`config.mk`:
```
export PLATFORM = sky130hd
export DESIGN_NAME = cct_ctrl
export DESIGN_NICKNAME = d
export VERILOG_FILES = /design/src/canonical_code_table_top_defines.svh /design/src/cct_pkg.sv /design/src/cct_ctrl.sv
export SDC_FILE = /design/constraint.sdc
export NUM_CORES = 1
export LEC_CHECK = 0
export BUFFER_PORTS_ARGS = -buffer_cell sky130_fd_sc_hd__buf_2
export CAP_MARGIN = 20
export CORE_AREA = 2 2 39 41
export DETAILED_ROUTE_END_ITERATION = 7
export DIE_AREA = 0 0 41 43
export PLACE_DENSITY = 0.46
export SLEW_MARGIN = 20
export SYNTH_ARGS = -nofsm -noshare
export SYNTH_HDL_FRONTEND = slang
export SYNTH_SLANG_ARGS = --single-unit
```
`constraint.sdc`:
```
create_clock -name clock -period 2.4 [get_ports clock]
set_input_delay 0.12 -clock clock [delete_from_list [all_inputs] [get_ports clock]]
set_output_delay 0.12 -clock clock [all_outputs]
set_load 0.01 [all_outputs]
```
`src/canonical_code_table_top_defines.svh`:
```
// Assertion macros for the canonical code table block.
// Included by canonical_code_table_top; no other dependencies.
`ifndef CANONICAL_CODE_TABLE_TOP_DEFINES_SVH
`define CANONICAL_CODE_TABLE_TOP_DEFINES_SVH

`ifndef SYNTHESIS
// Same-cycle implication, disabled during reset.
`define CCT_ASSERT_IMP(label, clk, rst, ante, cons) \
   label: assert property (@(posedge clk) disable iff (rst) (ante) |-> (cons)) \
      else $error("canonical code table check failed");
// Next-cycle implication, disabled during reset.
`define CCT_ASSERT_NXT(label, clk, rst, ante, cons) \
   label: assert property (@(posedge clk) disable iff (rst) (ante) |=> (cons)) \
      else $error("canonical code table check failed");
`else
`define CCT_ASSERT_IMP(label, clk, rst, ante, cons)
`define CCT_ASSERT_NXT(label, clk, rst, ante, cons)
`endif

`endif

```
`src/cct_pkg.sv`:
```
// Shared types, constants and helper functions for the canonical code table.
// No dependencies; used by cct_ctrl, cct_datapath and canonical_code_table_top.
package cct_pkg;

   // Fixed field widths of the request and response beats.
   localparam int LEN_W  = 5;
   localparam int CODE_W = 16;
   localparam int SYM_W  = 8;

   // Request kinds.
   localparam logic KIND_LOAD  = 1'b0;
   localparam logic KIND_QUERY = 1'b1;

   // Request beat: a length load or a symbol query.
   typedef struct packed {
      logic             kind;
      logic [LEN_W-1:0] symbol_length;
      logic             last;
      logic [SYM_W-1:0] query_symbol;
   } req_type;

   // Response beat: one per query.
   typedef struct packed {
      logic [SYM_W-1:0]  symbol;
      logic [LEN_W-1:0]  code_length;
      logic [CODE_W-1:0] code_bits;
      logic              used;
   } rsp_type;

   // Commands from the controller to the datapath.
   typedef struct packed {
      logic load_en;
      logic query_en;
      logic base_init;
      logic base_run;
      logic walk_init;
      logic walk_run;
   } cmd_type;

   // Status from the datapath to the controller.
   typedef struct packed {
      logic pipe_room;
      logic base_last;
      logic walk_done;
   } status_type;

   // Mask of the low len bits, saturated at the code width.
   function automatic logic [CODE_W-1:0] len_mask(input logic [5:0] len);
      if (len >= 6'(CODE_W)) begin
         return '1;
      end
      return CODE_W'((CODE_W'(1) << len) - CODE_W'(1));
   endfunction

endpackage

```
`src/cct_ctrl.sv`:
```
// Controller for the canonical code table: handshake and table build sequencing.
// Depends on cct_pkg for the command and status structs.
module cct_ctrl (
   input  logic                clock,
   input  logic                reset,
   input  logic                req_valid,
   output logic                req_ready,
   input  cct_pkg::req_type    req_data,
   input  cct_pkg::status_type status,
   output cct_pkg::cmd_type    cmd
);
   import cct_pkg::*;

   typedef enum logic [2:0] {
      ST_IDLE = 3'b001,
      ST_BASE = 3'b010,
      ST_WALK = 3'b100
   } state_type;

   state_type state_ff;
   state_type state_in;
   logic      accept;

   // Beats are taken only while no table build runs and the query pipe has room.
   assign req_ready = (state_ff == ST_IDLE) && status.pipe_room;
   assign accept    = req_valid && req_ready;

   // Command decode.
   always_comb begin
      cmd.load_en   = accept && (req_data.kind == KIND_LOAD);
      cmd.query_en  = accept && (req_data.kind == KIND_QUERY);
      cmd.base_init = cmd.load_en && req_data.last;
      cmd.base_run  = (state_ff == ST_BASE);
      cmd.walk_init = (state_ff == ST_BASE) && status.base_last;
      cmd.walk_run  = (state_ff == ST_WALK);
   end

   // Next state: idle, first-code pass over lengths, then the symbol walk.
   always_comb begin
      state_in = state_ff;
      unique case (state_ff)
         ST_IDLE: begin
            if (cmd.base_init) begin
               state_in = ST_BASE;
            end
         end
         ST_BASE: begin
            if (status.base_last) begin
               state_in = ST_WALK;
            end
         end
         ST_WALK: begin
            if (status.walk_done) begin
               state_in = ST_IDLE;
            end
         end
         default: begin
            state_in = ST_IDLE;
         end
      endcase
   end

   always_ff @(posedge clock) begin
      if (reset) begin
         state_ff <= ST_IDLE;
      end else begin
         state_ff <= state_in;
      end
   end

endmodule

```
Word level (Yosys, flattened, before mapping)

Cells that the tools add are included.

Bits in registers: 3
Bits of input ports: 21

Equal/unequal tests: 6
Muxes and demuxes: 4
Bitwise operators: 1
Reduce and logical (&&, ||, !) cells: 7

Operator list:

| kind                 | number |
|---|---|
| $mux W3              | 3 |
| $pmux W3 S3          | 1 |
| $logic_and A1 B1 Y1  | 6 |
| $ne A2 B2 Y1 const B | 3 |
| $eq A3 B1 Y1 const B | 1 |
| $eq A3 B2 Y1 const B | 1 |
| $eq A3 B3 Y1 const B | 1 |
| $reduce_and A3 Y1    | 1 |
| $not A1 Y1           | 1 |

Logic depth before layout (Yosys ltp)

Gate-level depths: netlist of the first run.

Depth in word-level cells: 7
Gate-level depth with buffers: 4

Least setup slack after synthesis of the first run

OpenSTA, ideal clock, no wires.

Path type: reg2reg
From: register state_ff[1]
To: register state_ff[0]
Library setup time: 0.120 ns
Arrival: 1.073 ns
Data required time: 2.280 ns
Setup slack: 1.207 ns
Stages on the path, launching flop included: 5
Period minus slack after synthesis: 1.193 ns
Cells stage by stage: dfxtp_1 -> buf_6 -> nor3b_2 -> nor3_1 -> a211o_1

RTL lines:

| element                | line           | RTL |
|---|---|---|
| from (decl)            | cct_ctrl.sv:20 | `state_type state_ff;` |
| from (signal assigned) | cct_ctrl.sv:67 | `state_ff <= state_in;` |

==> impl_metrics.csv, run 1 <==
group,metric,value,unit
outcome,status,"complete, no violations",
synth,synth_top_family_by_area,"simple AND/OR/NAND/NOR gates",
cts,cts_buffer_depth,2,
routing,vias,238,
setup_path,worstSetupPathType,"flip-flop to output port",
sta,finalMaxSlewViolations,0,
cells_and_area,final_util,24.14,%
setup_path,worstRegToRegCells,3,
sta,grt_setup_unrepaired,"no",
synth,synth_area_leaders,"dfxtp_1, nor3b_2, nor3_1",
cells_and_area,nets,65,
cells_and_area,final_cell_mix,"buf_2, nor3_1, inv_1, clkbuf_4, dfxtp_1",
grt,grt_max_degree,9,
die,die_h,43,um
routing,wl,516,um
grt,antenna_found_initial,0,
setup_path,crit_path_end_kind,"output port",
power_and_ir_drop,peakVddDrop,0.1590,mV
sta,skew,0.002174,ns
setup_path,r2r_end,"state_ff[0]",
cts,postCtsSetupBuffers,0,
cts,htree_levels,1,
setup_path,r2r-start,"state_ff[1]",
setup_path,crit_path_end,"cmd[1]",
cts,clock-root-buffer,"clkbuf_4",
sta,setup_viol,0,
power_and_ir_drop,power,0.0001707,W
job,drv_cap,0,
power_and_ir_drop,pwr_density_cell,510.9,nW/um^2
routing,routedWlPerCell,8.746,um
synth,synth_top_area_share,26.23,%
sta,period_needed,1.396,ns
synth,yosys.area_share.simple,51.91,%
cts,post_cts_resized,0,
setup_path,rrSetupSlack,1.16,ns
sta,worst_pin_slew,0.2799,ns
cells_and_area,multi_input_area,146.4,sq um
die,coreArea,1384,sq um
synth,synth-seq-cells,3,
sta,holdWs,0.09231,ns
cells_and_area,antenna_cells,0,
synth,synthAdderAreaFrac,0,%
setup_path,startpoint,"state_ff[1]",
cells_and_area,largest_register_ffs,3,
synth,synth.area.mux_share,0,%
power_and_ir_drop,static-leakage-power,0.1597,nW
sta,max_freq,716.3,MHz
die,placementRows,14,
setup_path,crit_arrival,1.28,ns
cells_and_area,syn_to_final_growth,45.90,%
die,io_pins,28,
grt,grt_pass1_vias,222,
setup_path,start_kind,"flip-flop",
sta,post-route-period-util,58.17,%
cells_and_area,fill_cells,159,
routing,drcViolationCount,0,
sta,hold_viol_final,0,
cts,clk_pin_slew,0.04,ns
synth,synth_cells,26,
cells_and_area,top_regs,"state_ff: 3 flops",
die,die_w,41,um
synth,yosysWarnings,0,
synth,synth_area_per_cell,8.807,sq um
synth,synth_top_area_cell,"dfxtp_1",
cells_and_area,drive_gt1_share,51.16,%
setup_path,crit_fanout,8,
die,start_util,16.55,%
synth,synth_compound_area_share,12.02,%
synth,netlist_area,229.0,sq um
grt,grt-ovfl-total,0,
synth,syn_nets,47,
placed_design,hpwlAfterDp,407.8,um
routing,detail-route-antenna-nets,0,
cts,hold_buffers,0,
sta,slew_headroom,81.31,%
cts,numCtsBuffers,3,
cells_and_area,top_register,"state_ff",
cells_and_area,final_common_cell,"buf_2",
routing,drt-pass1-iter-count,3,
routing,drt_iter0_drc,3,
cts,cts_tree,"yes",
routing,viasPerCell,4.034,
synth,seq_area_frac_synth,26.23,%
cells_and_area,ff_latch_area,60.06,sq um
die,die_area,1763,sq um
cts,clock_latency,0.23,ns
grt,grt_pass1_wl,876,um
cts,clock_sinks,3,
grt,grtUsageTotal,7.723,%
worst_hold_path,hp-class,"input pin to flip-flop",
setup_path,cp_data_required_time,2.28,ns
synth,synth.distinct_cells,18,
placed_design,io_buffer_count,14,
placed_design,gp_congestion,0.6118,
synth,synth-xor-area-share,0,%
sta,fin_tns_setup,0,ns
-- cell usage after synthesis (all sizes together) --
cell type,n
and4bb,1
nor3,4
inv,3
and3,1
and3b,1
buf,1
nor4b,1
a211o,1
a21oi,1
and2,1
dfxtp,3
nand2,2
a211oi,1
nor2,1
nor3b,3
a31oi,1
-- critical path: stages (launching register included) --
cell and delay (ns):
dfxtp_1 0.47, nor3b_2 0.31, and2_1 0.15, buf_2 0.12
-- cells by family (layout without fill, tap and decap cells) --
kind of cell    after synthesis  after routing
compound gates                4              4
buf+inv                       4             21
flops                         3              3
simple gates                 15             15
-- per-stage QoR --
stage	area, sq um	setup slack [ns]	cells
3_5_place_dp	307.8	1.161	55
3_3_place_gp	307.8	1.146	55
2_1_floorplan	229.0	1.207	26
6_report	334.1	1.004	59
5_1_grt	334.1	0.8941	59
4_1_cts	334.1	0.9898	59
-- how the worst min path moves through the flow --
stage | start | endpoint | slack (ns) | cells past startpoint
detailed placement | reset | state_ff[2] | 0.33 | 2
global placement | reset | state_ff[2] | 0.33 | 2
CTS | reset | state_ff[2] | 0.08 | 2
global route | reset | state_ff[2] | 0.09 | 2
finish | reset | state_ff[2] | 0.09 | 2
floorplan | reset | state_ff[2] | 0.20 | 1
-- layout make-up --
cell class                 instances  area share, %
clock buffer                       4          7.865
inverter                           3          3.371
multi-input combinational         19          43.82
sequential                         3          17.98
tap                               16          5.993
timing repair buffer              14          20.97
-- report_power, final --
part	internal, W	switching [W]
registers	0.0000521	0.00000340
clock network	0.0000622	0.0000243
logic	0.0000153	0.0000134
total	0.000130	0.0000411
-- per-layer routing --
metal,part of all wire [%],routed length (um),vias up,GRT usage [%]
li1,-,-,128,-
met4,0,0,0,8.000
met2,45,232,6,9.063
met3,5.0,26,0,3.141
met1,50,257,104,9.615
met5,0,0,-,0
Power figures use the tool's default switching activity.
==> run 2, diff against run 1 <==
==> constraint.sdc (replaced) <==
create_clock -name clock -period 1.4 [get_ports clock]
set_input_delay 0.07 -clock clock [delete_from_list [all_inputs] [get_ports clock]]
set_output_delay 0.07 -clock clock [all_outputs]
set_load 0.01 [all_outputs]
==> run 2 against run 1 <==
Net effect: critical path depth did not move; total power rose by 72%; die area stayed put; cell count did not move; global-route usage did not move; clock skew fell by 0.00086 ns; non-clock buffer count unchanged; worst setup slack got worse by 0.90 ns; register-to-register slack got worse by 0.94 ns; routed wire length grew 4.3%.
==> impl_metrics.csv, run 2 (synthesis results as in run 1) <==
group,metric,value,unit
power_and_ir_drop,pwr_density_cell,849.1,nW/um^2
sta,setup_ws,0.1065,ns
cells_and_area,top_regs,"state_ff: 3 flops",
cts,cts_buffer_depth,2,
die,start_util,16.55,%
placed_design,placed_cells,55,
routing,detail-route-antenna-nets,0,
grt,grt_pass1_vias,222,
power_and_ir_drop,static-leakage-power,0.1607,nW
grt,grtUsageTotal,7.723,%
setup_path,worstSetupPathType,"flip-flop to output port",
grt,grt_use_met3,3.141,%
die,io_pins,28,
die,die_h,43,um
cells_and_area,fin_cells,59,
die,die_w,41,um
cells_and_area,final_common_cell,"buf_2",
cells_and_area,antenna_cells,0,
worst_hold_path,hp-class,"input pin to flip-flop",
sta,max_freq,773.1,MHz
die,die_area,1763,sq um
die,coreArea,1384,sq um
sta,finalMaxSlewViolations,0,
cells_and_area,fill_cells,161,
power_and_ir_drop,peakVddDrop,0.2785,mV
sta,fin_tns_setup,0,ns
sta,hold_viol_final,0,
placed_design,hpwlAfterDp,407.8,um
cts,clk_pin_slew,0.04,ns
routing,vias,245,
sta,setup_viol,0,
cells_and_area,ff_latch_area,66.31,sq um
cts,cts_tree,"yes",
placed_design,gp_congestion,0.6118,
grt,antenna_found_initial,0,
cts,postCtsSetupBuffers,0,
cells_and_area,final_cell_mix,"buf_2, nor3_1, inv_1, clkbuf_4, dfxtp_2",
cells_and_area,top_register,"state_ff",
outcome,status,"complete, no violations",
cells_and_area,syn_to_final_growth,51.37,%
cells_and_area,final_util,25.05,%
sta,skew,0.001318,ns
cells_and_area,drive_gt1_share,58.14,%
cells_and_area,largest_register_ffs,3,
cts,clock_latency,0.23,ns
cts,numCtsBuffers,3,
placed_design,io_buffer_count,14,
grt,grt-ovfl-total,0,
routing,drt_iter0_drc,3,
cts,clock_sinks,3,
job,drv_cap,0,
setup_path,cp_data_required_time,1.33,ns
grt,grt_util_met1,9.615,%
die,placementRows,14,
sta,post-route-period-util,92.39,%
cts,hold_buffers,0,
cts,htree_levels,1,
setup_path,crit_arrival,1.22,ns
routing,drcViolationCount,0,
cts,clock-root-buffer,"clkbuf_4",
grt,grt_pass1_wl,876,um
sta,holdWs,0.03857,ns
cells_and_area,nets,65,
routing,routedWlPerCell,9.119,um
sta,slew_headroom,82.59,%
routing,drt-pass1-iter-count,4,
sta,period_needed,1.294,ns
setup_path,crit_fanout,8,
setup_path,crit_path_end_kind,"output port",
cells_and_area,multi_input_area,152.6,sq um
grt,met2_usage,9.063,%
setup_path,start_kind,"flip-flop",
placed_design,dp_slack,0.1607,ns
grt,grt_max_degree,9,
grt,grt_most_used_layer,"met1",
sta,worst_pin_slew,0.2605,ns
routing,wl,538,um
routing,viasPerCell,4.153,
==> run 2: changes by cell type in the layout (fill, tap and decap cells not counted) <==
cell	change
dfxtp_1	-3
dfxtp_2	+2
dfxtp_4	+1
nor3b_2	-1
nor3b_4	+1
==> run 2: final timing paths <==
kind / start / endpoint / slack [ns] / depth (start not counted)
min: reset / state_ff[2] / 0.04 / 2
max reg2reg: state_ff[1] / state_ff[0] / 0.22 / 3
max: state_ff[1] / cmd[4] / 0.11 / 3
min reg2reg: state_ff[0] / state_ff[2] / 0.50 / 1
==> run 2: area by class of cell <==
class	instances	share of cell area (%)
multi-input combinational	19	44.04
timing repair buffer	14	20.22
sequential	3	19.13
clock buffer	4	7.581
tap	16	5.776
inverter	3	3.249
==> run 2: stage by stage <==
step / power [W] / area, sq um
6_report: 0.0002943 / 346.6
5_1_grt: 0.0003280 / 346.6
4_1_cts: 0.0003034 / 334.1
3_5_place_dp: 0.0001459 / 307.8
3_3_place_gp: 0.0001463 / 307.8
2_1_floorplan: 0.0001259 / 229.0
==> run 2: power by group <==
part           switching, W  internal [W]
Sequential       0.00000672     0.0000887
Combinational     0.0000231     0.0000268
Clock             0.0000423      0.000107
Total             0.0000722      0.000222
==> run 2: repair_timing <==
action,in CTS,in global routing
hold endpoints to repair,0,0
endpoints found under the setup margin,0,2
resized for setup,0,5
==> run 2: worst max-delay path, cell delays in order, from the launching register on <==
cell,delay [ns]
dfxtp_4,0.36
and4bb_4,0.37
and3_1,0.15
buf_2,0.12
==> run 2: metal layers <==
layer,wire [um],vias to the layer above
met5,0,-
li1,-,129
met1,252,110
met3,26,0
met4,0,0
met2,259,6
==> run 3, diff against run 2 <==
--- a/config.mk
+++ b/config.mk
@@ -10,7 +10,6 @@
 export CORE_AREA = 2 2 39 41
 export DETAILED_ROUTE_END_ITERATION = 7
 export DIE_AREA = 0 0 41 43
-export PLACE_DENSITY = 0.46
 export SLEW_MARGIN = 20
 export SYNTH_ARGS = -nofsm -noshare
 export SYNTH_HDL_FRONTEND = slang
==> run 3 against run 2 <==
Net effect: cell count unchanged; sequential share of layout area decreased by 0.59 points; die area unchanged; critical path depth stayed put; global-route usage increased by 0.51 points; design area down 0.72%; fmax down 0.41%; clock skew about the same; clock-buffer cell count is the same; combinational power decreased by 2%; non-clock buffer count is the same.
==> impl_metrics.csv, run 3 (synthesis results as in run 1) <==
group,metric,value,unit
grt,grtUsageTotal,8.233,%
routing,vias,251,
setup_path,crit_path_end_kind,"output port",
sta,slew_headroom,83.05,%
setup_path,worstSetupPathType,"flip-flop to output port",
setup_path,cp_data_required_time,1.33,ns
routing,routedWlPerCell,8.881,um
cells_and_area,fin_area,344.1,sq um
routing,drt-pass1-iter-count,2,
power_and_ir_drop,netSwitchingFraction,25.42,%
sta,hold_viol_final,0,
power_and_ir_drop,combPwrFrac,16.3,%
setup_path,cpLargestDelayFamily,"simple AND/OR/NAND/NOR gates",
setup_path,crit_arrival,1.23,ns
die,die_h,43,um
grt,grt_pass1_vias,234,
setup_path,path_cells,"and4bb_4, and3_1, buf_2",
power_and_ir_drop,p_clk_share,51.3,%
power_and_ir_drop,power,0.0002998,W
setup_path,crit_fanout,6,
job,drv_cap,0,
cts,cts_tree,"yes",
cts,numCtsBuffers,3,
cts,clock_sinks,3,
power_and_ir_drop,p_sw,0.00007622,W
sta,finalMaxSlewViolations,0,
placed_design,hpwlAfterDp,416.3,um
sta,grt_setup_unrepaired,"no",
die,coreArea,1384,sq um
sta,worst_pin_slew,0.2536,ns
die,io_pins,28,
cells_and_area,top_register,"state_ff",
power_and_ir_drop,static-leakage-power,0.1604,nW
cts,clock-root-buffer,"clkbuf_4",
cells_and_area,final_common_cell,"buf_2",
sta,skew,0.001102,ns
placed_design,placed_area,307.8,sq um
routing,detail-route-antenna-nets,0,
cts,hold_buffers,0,
power_and_ir_drop,peakVddDrop,0.1555,mV
grt,grt-ovfl-total,0,
grt,grt_pass1_wl,924,um
cts,htree_levels,1,
sta,fin_tns_setup,0,ns
cells_and_area,nets,65,
cells_and_area,largest_register_ffs,3,
routing,viasPerCell,4.254,
setup_path,start_kind,"flip-flop",
sta,setup_viol,0,
grt,grt_max_degree,9,
cts,clk_pin_slew,0.04,ns
routing,drcViolationCount,0,
die,die_w,41,um
power_and_ir_drop,intPower,0.0002236,W
power_and_ir_drop,pwr_density_cell,871.4,nW/um^2
cells_and_area,syn_to_final_growth,50.27,%
die,start_util,16.55,%
die,die_area,1763,sq um
outcome,status,"complete, no violations",
die,placementRows,14,
sta,period_needed,1.299,ns
worst_hold_path,hp-class,"input pin to flip-flop",
cells_and_area,top_regs,"state_ff: 3 flops",
cells_and_area,final_cell_mix,"buf_2, nor3_1, inv_1, clkbuf_4, dfxtp_2",
setup_path,cpMaxStageDelayCell,"and4bb_4",
setup_path,worst-path-buf-inv,1,
sta,post-route-period-util,92.77,%
grt,antenna_found_initial,0,
cells_and_area,drive_gt1_share,58.14,%
placed_design,io_buffer_count,14,
routing,wl,524,um
routing,drt_iter0_drc,6,
cts,cts_buffer_depth,2,
cts,clock_latency,0.23,ns
placed_design,gp_congestion,0.7686,
setup_path,max_stage_delay,0.37,ns
sta,max_freq,769.9,MHz
power_and_ir_drop,p_seq_share,32.4,%
cells_and_area,antenna_cells,0,
run 3: cell types whose count changed in the layout (fill, tap and decap cells not counted):
cell     before  now
dfxtp_4       1    0
dfxtp_2       2    3
run 3: area by class of cell:
cell class              count  area [sq um]
inverters                   3         11.26
clock buffers               4         26.28
well taps                  16         20.02
multi-input cells          19         152.6
fillers                   166          1040
repair buffers             14         70.07
flip-flops and latches      3         63.81
run 3: power by group through the flow:
| stage | combinational [W] | sequential (W) | clock [W] |
|---|---|---|---|
| 2_1_floorplan | 0.0000321 | 0.0000939 | 0 |
| 3_3_place_gp | 0.0000488 | 0.0000967 | 0 |
| 3_5_place_dp | 0.0000491 | 0.0000971 | 0 |
| 4_1_cts | 0.0000493 | 0.0000956 | 0.000160 |
| 5_1_grt | 0.0000557 | 0.0000978 | 0.000173 |
| 6_report | 0.0000489 | 0.0000970 | 0.000154 |
run 3: routing by layer:
| layer | up-vias | share of wire, % | track usage [%] |
|---|---|---|---|
| li1 | 130 | - | - |
| met1 | 108 | 43 | 10.29 |
| met2 | 11 | 48 | 10.00 |
| met3 | 2 | 5.5 | 3.141 |
| met4 | 0 | 3.2 | 8.000 |
| met5 | - | 0 | 0 |
run 3: worst paths after layout:
path                               endpoint  depth (start not counted)         from  slack (ns)
worst max-delay path                 cmd[4]                          3  state_ff[2]        0.10
worst min-delay path            state_ff[2]                          2        reset        0.02
worst max register to register  state_ff[0]                          3  state_ff[2]        0.23
worst min register to register  state_ff[2]                          1  state_ff[0]        0.51
run 3: what timing repair did:
| action | 4_1_cts | 5_1_grt |
|---|---|---|
| setup endpoints to repair | 0 | 2 |
| buffers inserted | 0 | 0 |
| gates resized for setup | 0 | 4 |
run 3: metrics by stage:
stage | utilization [%] | instances | setup WS (ns) | hold WS [ns]
3_5_place_dp | 22.24 | 55 | 0.1534 | 0.2806
5_1_grt | 24.86 | 59 | 0.01893 | 0.02826
4_1_cts | 24.14 | 59 | 0.03222 | 0.03153
3_3_place_gp | 22.24 | 55 | 0.1723 | 0.2747
2_1_floorplan | - | 26 | 0.2074 | 0.1468
6_report | 24.86 | 59 | 0.1012 | 0.02494
